==> config.mk <==
export PLATFORM = sky130hd
export DESIGN_NAME = absolute_angle_to_quadrature_ticks_flat
export DESIGN_NICKNAME = d
export VERILOG_FILES = /design/src/rtl/aaqt_pkg.sv /design/src/rtl/aaqt_sample_if.sv /design/src/rtl/aaqt_tick_if.sv /design/src/rtl/aaqt_front.sv /design/src/rtl/aaqt_queue.sv /design/src/rtl/aaqt_back.sv /design/src/rtl/absolute_angle_to_quadrature_ticks.sv /design/src/flat_wrapper.sv
export SDC_FILE = /design/constraint.sdc
export NUM_CORES = 1
export LEC_CHECK = 0
export BUFFER_PORTS_ARGS = -buffer_cell sky130_fd_sc_hd__buf_2
export CORE_MARGIN = 2
export CORE_UTILIZATION = 49
export CTS_CLUSTER_SIZE = 28
export DETAILED_ROUTE_END_ITERATION = 10
export MAX_ROUTING_LAYER = met4
export SYNTH_ARGS = -nofsm -noshare
export SYNTH_HDL_FRONTEND = slang
export SYNTH_HIERARCHICAL = 1
export SYNTH_SLANG_ARGS = --single-unit
==> constraint.sdc <==
create_clock -name clk -period 13.8 [get_ports clk]
set_input_delay 2.76 -clock clk [delete_from_list [all_inputs] [get_ports clk]]
set_output_delay 2.76 -clock clk [all_outputs]
set_load 0.01 [all_outputs]
==> src/rtl/aaqt_pkg.sv <==
package aaqt_pkg;

    localparam int SAMPLE_W   = 14;
    localparam int ANGLE_W    = 11;
    localparam int PREV_W     = 12;
    localparam int TURN_W     = 16;
    localparam int BAND_W     = 8;
    localparam int DIVISOR_W  = 4;
    localparam int POS_W      = 32;
    localparam int NUM_W      = 28;
    localparam int DVD_W      = NUM_W + 1;
    localparam int DVS_W      = DIVISOR_W + 1;
    localparam int REM_W      = DVS_W + 1;
    localparam int CFG_IDX_W  = 1;
    localparam int CFG_DATA_W = 8;

    localparam int MAX_TICKS_DEFAULT = 64;
    localparam int QUEUE_DEPTH       = 4;

    localparam logic [CFG_IDX_W-1:0] CFG_HYSTERESIS_BAND  = 1'b0;
    localparam logic [CFG_IDX_W-1:0] CFG_POSITION_DIVISOR = 1'b1;

    localparam logic [BAND_W-1:0]    HYSTERESIS_RESET = 8'd3;
    localparam logic [DIVISOR_W-1:0] DIVISOR_RESET    = 4'd10;

    // divide by ten: (x * 52429) >> 19 is exact for x below 2^15
    localparam logic [SAMPLE_W:0] ROUND_OFFSET = 15'd5;
    localparam logic [15:0]       RECIP_TEN    = 16'd52429;
    localparam int                RECIP_SHIFT  = 19;
    localparam int                RECIP_PROD_W = 31;

    localparam logic [ANGLE_W-1:0] WRAP_LOW  = 11'd100;
    localparam logic [ANGLE_W-1:0] WRAP_HIGH = 11'd1500;

    localparam logic signed [NUM_W-1:0] TURN_SCALE   = 28'sd1624;
    localparam logic signed [NUM_W-1:0] ANGLE_OFFSET = 28'sd1193;

    typedef enum logic [1:0] {
        DIR_NONE = 2'd0,
        DIR_CW   = 2'd1,
        DIR_CCW  = 2'd2
    } dir_t;

    typedef struct packed {
        dir_t                dir;
        logic                set;
        logic [TURN_W-1:0]   turns;
        logic [ANGLE_W-1:0]  angle;
    } cmd_t;

endpackage

==> src/rtl/aaqt_sample_if.sv <==
interface aaqt_sample_if;
    logic                            valid;
    logic                            ready;
    logic [aaqt_pkg::SAMPLE_W-1:0]   angle_sample;

    modport source (output valid, output angle_sample, input ready);
    modport sink   (input valid, input angle_sample, output ready);
endinterface

==> src/rtl/aaqt_tick_if.sv <==
interface aaqt_tick_if;
    logic valid;
    logic ready;
    logic tick_direction;
    logic last_tick;

    modport source (output valid, output tick_direction, output last_tick, input ready);
    modport sink   (input valid, input tick_direction, input last_tick, output ready);
endinterface

==> src/rtl/aaqt_front.sv <==
module aaqt_front (
    input  logic                            clk,
    input  logic                            rst_n,
    aaqt_sample_if.sink                     sample,
    input  logic [aaqt_pkg::BAND_W-1:0]     hysteresis_band,
    input  logic                            full,
    output logic                            push,
    output aaqt_pkg::cmd_t                  push_cmd
);

    logic [aaqt_pkg::PREV_W-1:0]       previous_angle_reg, previous_angle_next;
    logic [aaqt_pkg::TURN_W-1:0]       turn_count_reg, turn_count_next;
    aaqt_pkg::dir_t                    direction_reg, direction_next;

    logic [aaqt_pkg::SAMPLE_W:0]       rounded;
    logic [aaqt_pkg::RECIP_PROD_W-1:0] recip_prod;
    logic [aaqt_pkg::ANGLE_W-1:0]      scaled;
    logic [aaqt_pkg::PREV_W:0]         cur_w, band_w, old_w;
    logic [aaqt_pkg::PREV_W-1:0]       old_adj;
    logic                              accept, changed, move_cw, move_ccw, set;

    assign sample.ready = !full;
    assign accept       = sample.valid && sample.ready;

    assign rounded    = {1'b0, sample.angle_sample} + aaqt_pkg::ROUND_OFFSET;
    assign recip_prod = aaqt_pkg::RECIP_PROD_W'(rounded)
                      * aaqt_pkg::RECIP_PROD_W'(aaqt_pkg::RECIP_TEN);
    assign scaled     = recip_prod[aaqt_pkg::RECIP_SHIFT +: aaqt_pkg::ANGLE_W];
    assign changed    = aaqt_pkg::PREV_W'(scaled) != previous_angle_reg;

    assign cur_w  = (aaqt_pkg::PREV_W + 1)'(scaled);
    assign band_w = (aaqt_pkg::PREV_W + 1)'(hysteresis_band);

    always_comb
    begin
        old_adj         = previous_angle_reg;
        turn_count_next = turn_count_reg;
        // crossing the zero mark moves the reference next to the new angle
        if (scaled < aaqt_pkg::WRAP_LOW
            && previous_angle_reg > aaqt_pkg::PREV_W'(aaqt_pkg::WRAP_HIGH))
        begin
            old_adj         = aaqt_pkg::PREV_W'(cur_w + band_w);
            turn_count_next = turn_count_reg + aaqt_pkg::TURN_W'(1);
        end
        else if (scaled > aaqt_pkg::WRAP_HIGH
                 && previous_angle_reg < aaqt_pkg::PREV_W'(aaqt_pkg::WRAP_LOW))
        begin
            old_adj         = aaqt_pkg::PREV_W'(cur_w - band_w);
            turn_count_next = turn_count_reg - aaqt_pkg::TURN_W'(1);
        end
    end

    assign old_w    = (aaqt_pkg::PREV_W + 1)'(old_adj);
    assign move_cw  = cur_w > old_w + band_w;
    assign move_ccw = cur_w + band_w < old_w;
    assign set      = move_cw || move_ccw;

    always_comb
    begin
        if (move_cw)
            direction_next = aaqt_pkg::DIR_CW;
        else if (move_ccw)
            direction_next = aaqt_pkg::DIR_CCW;
        else
            direction_next = direction_reg;
    end

    assign previous_angle_next = set ? aaqt_pkg::PREV_W'(scaled) : old_adj;

    assign push           = accept && changed;
    assign push_cmd.dir   = direction_next;
    assign push_cmd.set   = set;
    assign push_cmd.turns = turn_count_next;
    assign push_cmd.angle = scaled;

    always_ff @(posedge clk or negedge rst_n)
    begin
        if (!rst_n)
        begin
            previous_angle_reg <= '0;
            turn_count_reg     <= '0;
            direction_reg      <= aaqt_pkg::DIR_NONE;
        end
        else if (push)
        begin
            previous_angle_reg <= previous_angle_next;
            turn_count_reg     <= turn_count_next;
            direction_reg      <= direction_next;
        end
    end

endmodule

==> src/rtl/aaqt_queue.sv <==
module aaqt_queue (
    input  logic           clk,
    input  logic           rst_n,
    input  logic           push,
    input  aaqt_pkg::cmd_t push_cmd,
    output logic           full,
    input  logic           pop,
    output aaqt_pkg::cmd_t pop_cmd,
    output logic           nonempty
);

    localparam int DEPTH = aaqt_pkg::QUEUE_DEPTH;
    localparam int PTR_W = (DEPTH > 1) ? $clog2(DEPTH) : 1;
    localparam int CNT_W = $clog2(DEPTH + 1);

    aaqt_pkg::cmd_t    entry_reg [DEPTH];
    logic [PTR_W-1:0]  head_reg, head_next, tail_reg, tail_next;
    logic [CNT_W-1:0]  count_reg, count_next;

    assign full     = count_reg == CNT_W'(DEPTH);
    assign nonempty = count_reg != '0;
    assign pop_cmd  = entry_reg[head_reg];

    always_comb
    begin
        head_next  = head_reg;
        tail_next  = tail_reg;
        count_next = count_reg;
        if (push)
            tail_next = (tail_reg == PTR_W'(DEPTH - 1)) ? '0 : tail_reg + PTR_W'(1);
        if (pop)
            head_next = (head_reg == PTR_W'(DEPTH - 1)) ? '0 : head_reg + PTR_W'(1);
        if (push && !pop)
            count_next = count_reg + CNT_W'(1);
        else if (pop && !push)
            count_next = count_reg - CNT_W'(1);
    end

    always_ff @(posedge clk)
    begin
        if (push)
            entry_reg[tail_reg] <= push_cmd;
    end

    always_ff @(posedge clk or negedge rst_n)
    begin
        if (!rst_n)
        begin
            head_reg  <= '0;
            tail_reg  <= '0;
            count_reg <= '0;
        end
        else
        begin
            head_reg  <= head_next;
            tail_reg  <= tail_next;
            count_reg <= count_next;
        end
    end

endmodule

==> src/rtl/aaqt_back.sv <==
module aaqt_back #(
    parameter int MAX_TICKS = aaqt_pkg::MAX_TICKS_DEFAULT
) (
    input  logic                             clk,
    input  logic                             rst_n,
    input  logic                             cmd_valid,
    input  aaqt_pkg::cmd_t                   cmd,
    output logic                             pop,
    input  logic [aaqt_pkg::DIVISOR_W-1:0]   position_divisor,
    aaqt_tick_if.source                      tick
);

    localparam int CNT_W = $clog2(MAX_TICKS + 1);
    localparam int BIT_W = $clog2(aaqt_pkg::DVD_W + 1);

    typedef enum logic [4:0] {
        S_IDLE = 5'b00001,
        S_TICK = 5'b00010,
        S_PREP = 5'b00100,
        S_DIV  = 5'b01000,
        S_DONE = 5'b10000
    } state_t;

    state_t                                  state_reg, state_next;
    aaqt_pkg::cmd_t                          cmd_reg, cmd_next;
    logic signed [aaqt_pkg::NUM_W-1:0]       prod_reg, prod_next;
    logic [CNT_W-1:0]                        cnt_reg, cnt_next;
    logic                                    up_reg, up_next;
    logic signed [aaqt_pkg::POS_W-1:0]       target_reg, target_next;
    logic signed [aaqt_pkg::POS_W-1:0]       emitted_reg, emitted_next;
    logic                                    calib_reg, calib_next;
    logic                                    neg_reg, neg_next;
    logic [aaqt_pkg::DVD_W-1:0]              quo_reg, quo_next;
    logic [aaqt_pkg::REM_W-1:0]              rem_reg, rem_next;
    logic [aaqt_pkg::DVS_W-1:0]              dvs_reg, dvs_next;
    logic [BIT_W-1:0]                        bit_reg, bit_next;

    logic signed [aaqt_pkg::POS_W-1:0]       diff, quo_s;
    logic [aaqt_pkg::POS_W-1:0]              gap_abs;
    logic [CNT_W-1:0]                        steps;
    logic signed [aaqt_pkg::NUM_W-1:0]       turns_s, angle_s, num;
    logic [aaqt_pkg::NUM_W-1:0]              mag;
    logic [aaqt_pkg::DIVISOR_W-1:0]          div_eff;
    logic [aaqt_pkg::REM_W-1:0]              rem_sh;
    logic                                    tick_accept;

    assign tick.valid          = state_reg == S_TICK;
    assign tick.tick_direction = cmd_reg.dir == aaqt_pkg::DIR_CCW;
    assign tick.last_tick      = cnt_reg == CNT_W'(1);
    assign tick_accept         = tick.valid && tick.ready;

    assign diff    = target_reg - emitted_reg;
    assign gap_abs = diff[aaqt_pkg::POS_W-1] ? aaqt_pkg::POS_W'(-diff)
                                             : aaqt_pkg::POS_W'(diff);
    assign steps   = (cmd.dir == aaqt_pkg::DIR_NONE) ? '0
                   : (gap_abs > aaqt_pkg::POS_W'(MAX_TICKS)) ? CNT_W'(MAX_TICKS)
                   : CNT_W'(gap_abs);

    assign turns_s = aaqt_pkg::NUM_W'(signed'(cmd.turns));
    assign angle_s = signed'(aaqt_pkg::NUM_W'(cmd_reg.angle));
    assign num     = prod_reg + angle_s - aaqt_pkg::ANGLE_OFFSET;
    assign mag     = num[aaqt_pkg::NUM_W-1] ? aaqt_pkg::NUM_W'(-num)
                                            : aaqt_pkg::NUM_W'(num);
    assign div_eff = (position_divisor == '0) ? aaqt_pkg::DIVISOR_W'(1) : position_divisor;

    assign rem_sh = {rem_reg[aaqt_pkg::REM_W-2:0], quo_reg[aaqt_pkg::DVD_W-1]};
    assign quo_s  = signed'(aaqt_pkg::POS_W'(quo_reg));

    assign pop = (state_reg == S_IDLE) && cmd_valid;

    always_comb
    begin
        state_next   = state_reg;
        cmd_next     = cmd_reg;
        prod_next    = prod_reg;
        cnt_next     = cnt_reg;
        up_next      = up_reg;
        target_next  = target_reg;
        emitted_next = emitted_reg;
        calib_next   = calib_reg;
        neg_next     = neg_reg;
        quo_next     = quo_reg;
        rem_next     = rem_reg;
        dvs_next     = dvs_reg;
        bit_next     = bit_reg;
        unique case (state_reg)
            S_IDLE:
            begin
                if (cmd_valid)
                begin
                    cmd_next  = cmd;
                    prod_next = turns_s * aaqt_pkg::TURN_SCALE;
                    cnt_next  = steps;
                    up_next   = target_reg > emitted_reg;
                    if (steps != '0)
                        state_next = S_TICK;
                    else if (cmd.set)
                        state_next = S_PREP;
                end
            end
            S_TICK:
            begin
                if (tick_accept)
                begin
                    emitted_next = up_reg ? emitted_reg + aaqt_pkg::POS_W'(1)
                                          : emitted_reg - aaqt_pkg::POS_W'(1);
                    cnt_next     = cnt_reg - CNT_W'(1);
                    if (cnt_reg == CNT_W'(1))
                        state_next = cmd_reg.set ? S_PREP : S_IDLE;
                end
            end
            S_PREP:
            begin
                // (2|n| + d) / (2d) rounds half away from zero
                neg_next   = num[aaqt_pkg::NUM_W-1];
                quo_next   = {mag, 1'b0} + aaqt_pkg::DVD_W'(div_eff);
                dvs_next   = {div_eff, 1'b0};
                rem_next   = '0;
                bit_next   = BIT_W'(aaqt_pkg::DVD_W);
                state_next = S_DIV;
            end
            S_DIV:
            begin
                if (rem_sh >= aaqt_pkg::REM_W'(dvs_reg))
                begin
                    rem_next = rem_sh - aaqt_pkg::REM_W'(dvs_reg);
                    quo_next = {quo_reg[aaqt_pkg::DVD_W-2:0], 1'b1};
                end
                else
                begin
                    rem_next = rem_sh;
                    quo_next = {quo_reg[aaqt_pkg::DVD_W-2:0], 1'b0};
                end
                bit_next = bit_reg - BIT_W'(1);
                if (bit_reg == BIT_W'(1))
                    state_next = S_DONE;
            end
            S_DONE:
            begin
                target_next = neg_reg ? -quo_s : quo_s;
                // first target sets the count without ticking
                if (!calib_reg)
                begin
                    emitted_next = target_next;
                    calib_next   = 1'b1;
                end
                state_next = S_IDLE;
            end
            default:
            begin
                state_next = S_IDLE;
            end
        endcase
    end

    always_ff @(posedge clk)
    begin
        cmd_reg  <= cmd_next;
        prod_reg <= prod_next;
        up_reg   <= up_next;
        neg_reg  <= neg_next;
        quo_reg  <= quo_next;
        rem_reg  <= rem_next;
        dvs_reg  <= dvs_next;
    end

    always_ff @(posedge clk or negedge rst_n)
    begin
        if (!rst_n)
        begin
            state_reg   <= S_IDLE;
            cnt_reg     <= '0;
            bit_reg     <= '0;
            target_reg  <= '0;
            emitted_reg <= '0;
            calib_reg   <= 1'b0;
        end
        else
        begin
            state_reg   <= state_next;
            cnt_reg     <= cnt_next;
            bit_reg     <= bit_next;
            target_reg  <= target_next;
            emitted_reg <= emitted_next;
            calib_reg   <= calib_next;
        end
    end

`ifndef SYNTH
    a_tick_has_count: assert property (@(posedge clk) disable iff (!rst_n)
        tick.valid |-> cnt_reg != '0)
        else $error("tick shown with empty count");

    a_last_ends_burst: assert property (@(posedge clk) disable iff (!rst_n)
        (tick.valid && tick.ready && tick.last_tick) |=> !tick.valid)
        else $error("tick follows the last tick of an item");

    a_calibrate_aligns: assert property (@(posedge clk) disable iff (!rst_n)
        $rose(calib_reg) |-> emitted_reg == target_reg)
        else $error("calibration left count and target apart");

    a_divisor_nonzero: assert property (@(posedge clk) disable iff (!rst_n)
        (state_reg == S_DIV) |-> dvs_reg != '0)
        else $error("divider running with zero divisor");
`endif

endmodule

==> src/rtl/absolute_angle_to_quadrature_ticks.sv <==
// Turns 14-bit absolute angle samples into emulated quadrature ticks. Each sample is
// scaled to a tenth, checked for a wrap past zero and for motion beyond the hysteresis
// band, and queued as it is accepted; the input stalls only when the four-entry queue
// is full, and a sample whose scaled value is unchanged produces no ticks. The tick
// side takes a queued item whenever it is idle, emits up to MAX_TICKS ticks at one per
// cycle while tick.ready is high, and, when the sample set a direction, computes the new
// position target in a bit-serial divider (a setup step, 29 quotient bits, a finish step).
// The first target calibrates the tick count; ticks above MAX_TICKS stay pending for the
// next sample.
module absolute_angle_to_quadrature_ticks #(
    parameter int MAX_TICKS = aaqt_pkg::MAX_TICKS_DEFAULT
) (
    input  logic                              clk,
    input  logic                              rst_n,
    aaqt_sample_if.sink                       sample,
    aaqt_tick_if.source                       tick,
    input  logic                              cfg_we,
    input  logic [aaqt_pkg::CFG_IDX_W-1:0]    cfg_index,
    input  logic [aaqt_pkg::CFG_DATA_W-1:0]   cfg_data
);

    logic [aaqt_pkg::BAND_W-1:0]     hysteresis_reg, hysteresis_next;
    logic [aaqt_pkg::DIVISOR_W-1:0]  divisor_reg, divisor_next;

    logic            push, full, pop, nonempty;
    aaqt_pkg::cmd_t  push_cmd, pop_cmd;

    always_comb
    begin
        hysteresis_next = hysteresis_reg;
        divisor_next    = divisor_reg;
        if (cfg_we)
        begin
            unique case (cfg_index)
                aaqt_pkg::CFG_HYSTERESIS_BAND:
                    hysteresis_next = cfg_data[aaqt_pkg::BAND_W-1:0];
                aaqt_pkg::CFG_POSITION_DIVISOR:
                    divisor_next = cfg_data[aaqt_pkg::DIVISOR_W-1:0];
                default:
                begin
                end
            endcase
        end
    end

    always_ff @(posedge clk or negedge rst_n)
    begin
        if (!rst_n)
        begin
            hysteresis_reg <= aaqt_pkg::HYSTERESIS_RESET;
            divisor_reg    <= aaqt_pkg::DIVISOR_RESET;
        end
        else
        begin
            hysteresis_reg <= hysteresis_next;
            divisor_reg    <= divisor_next;
        end
    end

    aaqt_front u_front (
        .clk             (clk),
        .rst_n           (rst_n),
        .sample          (sample),
        .hysteresis_band (hysteresis_reg),
        .full            (full),
        .push            (push),
        .push_cmd        (push_cmd)
    );

    aaqt_queue u_queue (
        .clk      (clk),
        .rst_n    (rst_n),
        .push     (push),
        .push_cmd (push_cmd),
        .full     (full),
        .pop      (pop),
        .pop_cmd  (pop_cmd),
        .nonempty (nonempty)
    );

    aaqt_back #(
        .MAX_TICKS (MAX_TICKS)
    ) u_back (
        .clk              (clk),
        .rst_n            (rst_n),
        .cmd_valid        (nonempty),
        .cmd              (pop_cmd),
        .pop              (pop),
        .position_divisor (divisor_reg),
        .tick             (tick)
    );

endmodule

==> src/flat_wrapper.sv <==
// flat-port wrapper written by rule: the top's interface ports become plain ports
module absolute_angle_to_quadrature_ticks_flat 
#(
    parameter int MAX_TICKS = aaqt_pkg::MAX_TICKS_DEFAULT
)
  (clk, rst_n, cfg_we, cfg_index, cfg_data, sample_valid, sample_angle_sample, sample_ready, tick_valid, tick_tick_direction, tick_last_tick, tick_ready);
  aaqt_sample_if sample_i ();
  aaqt_tick_if tick_i ();
  input  logic clk;
  input  logic rst_n;
  input  logic cfg_we;
  input  logic [aaqt_pkg::CFG_IDX_W-1:0] cfg_index;
  input  logic [aaqt_pkg::CFG_DATA_W-1:0] cfg_data;
  input wire logic [$bits(sample_i.valid)-1:0] sample_valid;
  input wire logic [$bits(sample_i.angle_sample)-1:0] sample_angle_sample;
  output wire logic [$bits(sample_i.ready)-1:0] sample_ready;
  output wire logic [$bits(tick_i.valid)-1:0] tick_valid;
  output wire logic [$bits(tick_i.tick_direction)-1:0] tick_tick_direction;
  output wire logic [$bits(tick_i.last_tick)-1:0] tick_last_tick;
  input wire logic [$bits(tick_i.ready)-1:0] tick_ready;
  assign sample_i.valid = sample_valid;
  assign sample_i.angle_sample = sample_angle_sample;
  assign sample_ready = sample_i.ready;
  assign tick_valid = tick_i.valid;
  assign tick_tick_direction = tick_i.tick_direction;
  assign tick_last_tick = tick_i.last_tick;
  assign tick_i.ready = tick_ready;
  absolute_angle_to_quadrature_ticks #(.MAX_TICKS(MAX_TICKS)) u_core (.clk(clk), .rst_n(rst_n), .sample(sample_i), .tick(tick_i), .cfg_we(cfg_we), .cfg_index(cfg_index), .cfg_data(cfg_data));
endmodule
# [After elaboration in Yosys (flattened, before gate mapping)]
# Memory sizes are Yosys's and may differ from the RTL's.
# Index checks and enable logic that the tools add are counted.
[totals] reg_bits=210 mem_bits_rw=120 inputBits=28 word_cells=141 mem_count=1
[op_classes] add_sub_neg=22 mul=2 magnitude_cmp=9 eq_ne=18 mux=39 bitwise=1 reduce_logical=26
[mem_list] memory="u_core.u_queue.entry_reg" depth=4 word_bits=30 read_ports=1 rd_ports_with_merged_regs=0 write_ports=1 line_no="aaqt_queue.sv:16" source="aaqt_pkg::cmd_t entry_reg [DEPTH];"
[ops] cell="$mux 32" n=5
[ops] cell="$pmux 32 s2" n=1
[ops] cell="$pmux 29 s2" n=1
[ops] cell="$mux 12" n=3
[ops] cell="$mux 5" n=7
[ops] cell="$add 32x2->32 const B" n=1
[ops] cell="$gt 32x32->1" n=1
[ops] cell="$gt 32x7->1 const B" n=1
[ops] cell="$mux 16" n=2
[ops] cell="$neg 29->32" n=1
[ops] cell="$neg 32->32" n=1
[ops] cell="$sub 32x2->32 const B" n=1
[ops] cell="$sub 32x32->32" n=1
[ops] cell="$mul 15x16->30 const B" n=1
[ops] cell="$add 29x4->29" n=1
[ops] cell="$add 28x12->28" n=1
[ops] cell="$mux 28" n=1
[ops] cell="$mux 7" n=4
[ops] cell="$neg 28->28" n=1
[ops] cell="$sub 28x12->28 const B" n=1
[ops] cell="$mul 16x9->25 const B" n=1
[ops] cell="$pmux 5 s2" n=2
[ops] cell="$pmux 5 s4" n=1
[ops] cell="$add 16x1->16 const B" n=1
[ops] cell="47 further kinds" n=76

# [Longest topological paths before layout]
[depth] ltp_word=10 depth_mapped=51 mapped_depth_nobuf=51

# [Cells and area by module]
# Netlist, hierarchy kept.
[modules_own_cells] mod="aaqt_back" n_inst=1 cells_per_inst=2125 area_per_inst_um2=17870.9 seq_area_each_um2=4425.5
[modules_own_cells] mod="aaqt_front" n_inst=1 cells_per_inst=994 area_per_inst_um2=8287.9 seq_area_each_um2=750.7
[modules_own_cells] mod="aaqt_queue" n_inst=1 cells_per_inst=194 area_per_inst_um2=4785.8 seq_area_each_um2=3778.6
[modules_own_cells] mod="absolute_angle_to_quadrature_ticks" n_inst=1 cells_per_inst=27 area_per_inst_um2=499.2 seq_area_each_um2=305.3

# [Worst setup path before layout]
# No wires, ideal clock.
[synth_timing] path_kind="input to register" from="input sample_angle_sample[0]" to="register u_core/u_front/previous_angle_reg[0] (netlist bit)" setup_time_ps=126 arrival_time_ps=12816 required_ps=13674 path_slack_ps=858 stages=44 cell_sequence="ha_1 -> o21ai_0 -> nor2_1 -> nand3_1 -> xor2_1 -> inv_1 -> xnor2_1 -> fa_1 -> inv_1 -> fa_1 -> fa_1 -> inv_1 -> fa_1 -> fa_1 -> ha_1 -> a21oi_1 -> o211ai_1 -> a211oi_1 -> [... 8 more ...] -> a21o_1 -> a21o_1 -> a21o_1 -> a21o_1 -> a21oi_1 -> xor2_1 -> ha_1 -> and4_1 -> a21oi_1 -> a21boi_0 -> o21ai_0 -> nand2_1 -> o21ai_0 -> a21oi_1 -> o21a_1 -> nor3_4 -> inv_2 -> a311o_1"
[synth_rtl] element="from (decl)" line_no="flat_wrapper.sv:15" source="input wire logic [$bits(sample_i.angle_sample)-1:0] sample_angle_sample;"
[synth_rtl] element="to (signal assigned)" line_no="aaqt_front.sv:86" source="previous_angle_reg <= previous_angle_next;"
[synth_rtl] element="to (decl)" line_no="aaqt_front.sv:11" source="logic [aaqt_pkg::PREV_W-1:0] previous_angle_reg, previous_angle_next;"

==> flow_metrics.tcl <==
set metrics [dict create \
    clk_latency_ns 0.56 \
    endpoint_kind "flop" \
    boundaryPins 32 \
    rr_startpoint "u_core/u_queue/head_reg[0]" \
    largest_reg_flops 120 \
    drt-initial-drc-count 1667 \
    synth_fp_nets 3808 \
    ctsHoldBuffers 0 \
    grt_pass1_vias 25248 \
    fmax_mhz 76.8 \
    final_max_slew_viol_count 0 \
    hp-start "u_core/u_front/direction_reg[0]" \
    synth-async-reset-ratio_pct 39.7 \
    gp_congestion 0.924 \
    num_vias 24974 \
    grt_max_degree 75 \
    grt_pass1_wl_um 134000 \
    synth.largest_area_cell "edfxtp_1" \
    nets 3841 \
    ys_seq_area_share_pct 29.4 \
    period_needed_ns 13.02 \
    synth_top_area_share_pct 19.0 \
    dieArea_sq_um 66200 \
    post_dp_cell_area_sq_um 32700 \
    synth_most_common_cell "inv_1" \
    cts_tree "done" \
    synth_top_family_by_area "adder cells" \
    drt_wl_total_um 82600 \
    maxSlewHeadroom_pct 25.7 \
    initial_utilization_pct 49.7 \
    synth_mux_area_share_pct 3.54 \
    whs_endpoint "u_core/u_front/direction_reg[0]" \
    grt-ovfl-total 0 \
    rsz0062_at_grt "no" \
    min_path_type "reg -> reg" \
    critical_path_class "in -> reg" \
    finalSetupViolCount 0 \
    cp_common_cell "ha_1" \
    clockBufferDepth 3 \
    hold_path_depth 2 \
    via_per_inst 5.88 \
    cts.clk_slew.worst_paths_ns 0.06 \
    drv_cap 0 \
    ant_nets 0 \
    worstMarginPinSlew_ns 1.11 \
    htree_levels 2 \
    area_delta_synth_final_pct 8.17 \
    synthTopCellsByCount "inv_1, ha_1, nor2_1" \
    first_pass_iters 5 \
    yosys_warnings 6 \
    fin_crit_sh_pct 94.3 \
    fp-row-count 92 \
    synth_edf_count 199 \
    drc_errors 0 \
    r2r_slack_ns 7.18 \
    skew_ns 0.0237 \
    yosys.area_share.adder_pct 20.0 \
    slowest_delay_ns 0.62 \
    synth_flop_cell "edfxtp_1" \
    ff2ff_path_depth 22 \
    portBuffers 31 \
    route.detailed.wl_per_inst_um 19.4 \
    hpwl_um 66300 \
    synthXorXnorAreaFrac_pct 7.57 \
    drive_above_1_share_pct 9.37 \
    critPathRequiredTime_ns 14.25 \
    core_sq_um 63300 \
    synth_area_leaders "edfxtp_1, ha_1, dfrtp_1" \
    status "completed" \
    die_h_um 257 \
    crit_slowest_cell "fa_1" \
    finalHoldViolations 0 \
    critPathLaunch "sample_angle_sample[0]" \
    startpoint_type "input pin" \
    syn_area_sq_um 31400 \
    clock-sinks 330 \
    fin_area_sq_um 34000 \
    n_fill_cell 5875 \
    arrival_ns 13.47 \
    synth_compound_area_share_pct 18.3 \
    syn_inst 3340 \
    synth_cell_types 129 \
    reg2reg_to "u_core/u_back/prod_reg[27]" \
    synth_seq_cells 330 \
    antenna_found_initial 2 \
    synth-simple-area-share_pct 15.1 \
    fp.dieW_um 257 \
    clock-root-buffer "clkbuf_16" \
    cts_made_buffers 40 \
    finalSetupTns_ns 0 \
    avgSynthCellArea_sq_um 9.41 \
    track_usage_pct 25.8 \
    crit_fanout 8 \
]
[layer usage]
metal | part of all wire [%] | vias up | global-route usage, %
li1 | - | 12166 | -
met2 | 51 | 564 | 46.1
met5 | 0 | - | -
met4 | 2.4 | 0 | 6.65
met3 | 3.3 | 120 | 2.42
met1 | 43 | 12124 | 31.1
[area by class of cell]
cell class                      instances  area (sq um)  share of cell area [%]
Antenna cell                            1          2.50                 0.00736
Clock inverter                         16           181                   0.533
Multi-Input combinational cell       2542         20400                    59.9
Clock buffer                           56          1100                    3.24
Inverter                              359          1350                    3.96
Tap cell                              846          1060                    3.11
Sequential cell                       330          9260                    27.2
Timing Repair Buffer                  100           692                    2.03
[through the flow]
stage / util (%) / worst slack (ns) / cells / hold WS [ns]
3_5_place_dp: 51.6 / 0.0520 / 4175 / 0.468
4_1_cts: 53.6 / 0.661 / 4247 / 0.482
6_report: 53.7 / 0.780 / 4250 / 0.476
3_3_place_gp: 51.6 / 0.267 / 4175 / 0.466
5_1_grt: 53.7 / 0.0272 / 4250 / 0.498
2_1_floorplan: - / 0.858 / 3340 / 0.448
[critical path, delay by kind of cell]
kind | cells | cell delay (ns)
adder cells (fa/ha/maj) | 11 | 4.32
XOR/XNOR | 3 | 0.47
buffers and inverters | 8 | 0.92
AO/OA/AOI/OAI | 18 | 3.82
AND/OR/NAND/NOR | 8 | 1.13
[how the worst max path moves through the flow]
| stage | endpoint | cells past startpoint |
|---|---|---|
| 2_1_floorplan | u_core/u_front/previous_angle_reg[0] | 44 |
| 5_1_grt | u_core/u_front/previous_angle_reg[0] | 50 |
| 3_5_place_dp | u_core/u_front/previous_angle_reg[0] | 46 |
| 3_3_place_gp | u_core/u_front/previous_angle_reg[1] | 47 |
| 4_1_cts | u_core/u_front/previous_angle_reg[0] | 47 |
| 6_report | u_core/u_front/previous_angle_reg[0] | 48 |
[layout by cell type, fill, tap and decap left out, types with 12 or more instances in the layout]
cell / count
nor3_1: 83
clkbuf_16: 40
o211ai_1: 28
nand2b_1: 36
buf_2: 30
o22ai_1: 12
nor4_1: 22
fa_1: 105
nand4_1: 39
nand2_1: 207
nand3_1: 82
a31oi_1: 27
nor2_1: 235
inv_1: 357
ha_1: 335
or4_1: 21
a21oi_1: 223
and2_1: 31
clkbuf_1: 12
nor2b_1: 22
o2111ai_1: 13
xor2_1: 110
mux2i_1: 13
a21o_1: 86
buf_4: 68
mux2_2: 16
o21bai_1: 19
o21ai_0: 144
edfxtp_1: 199
dfrtp_1: 125
xnor2_1: 155
and3_1: 33
o21a_1: 33
o31ai_1: 27
or3_1: 23
or2_2: 24
mux4_2: 28
a211oi_1: 36
[cell families after synthesis]
group | after synthesis
and+or+nand+nor | 929
AOI/OAI and AO/OA | 835
buffers and inverters | 468
adders and majority gates | 441
DFF | 330
xor gates and xnor gates | 270
muxes | 67
[timing repair]
action,CTS,global route
setup buffers,0,2
gates resized for setup,0,7
setup endpoints to repair,0,15
Power is left out: the tool's default activity adds up to more than one toggle a clock period on the data nets, which glitch-free logic cannot reach.
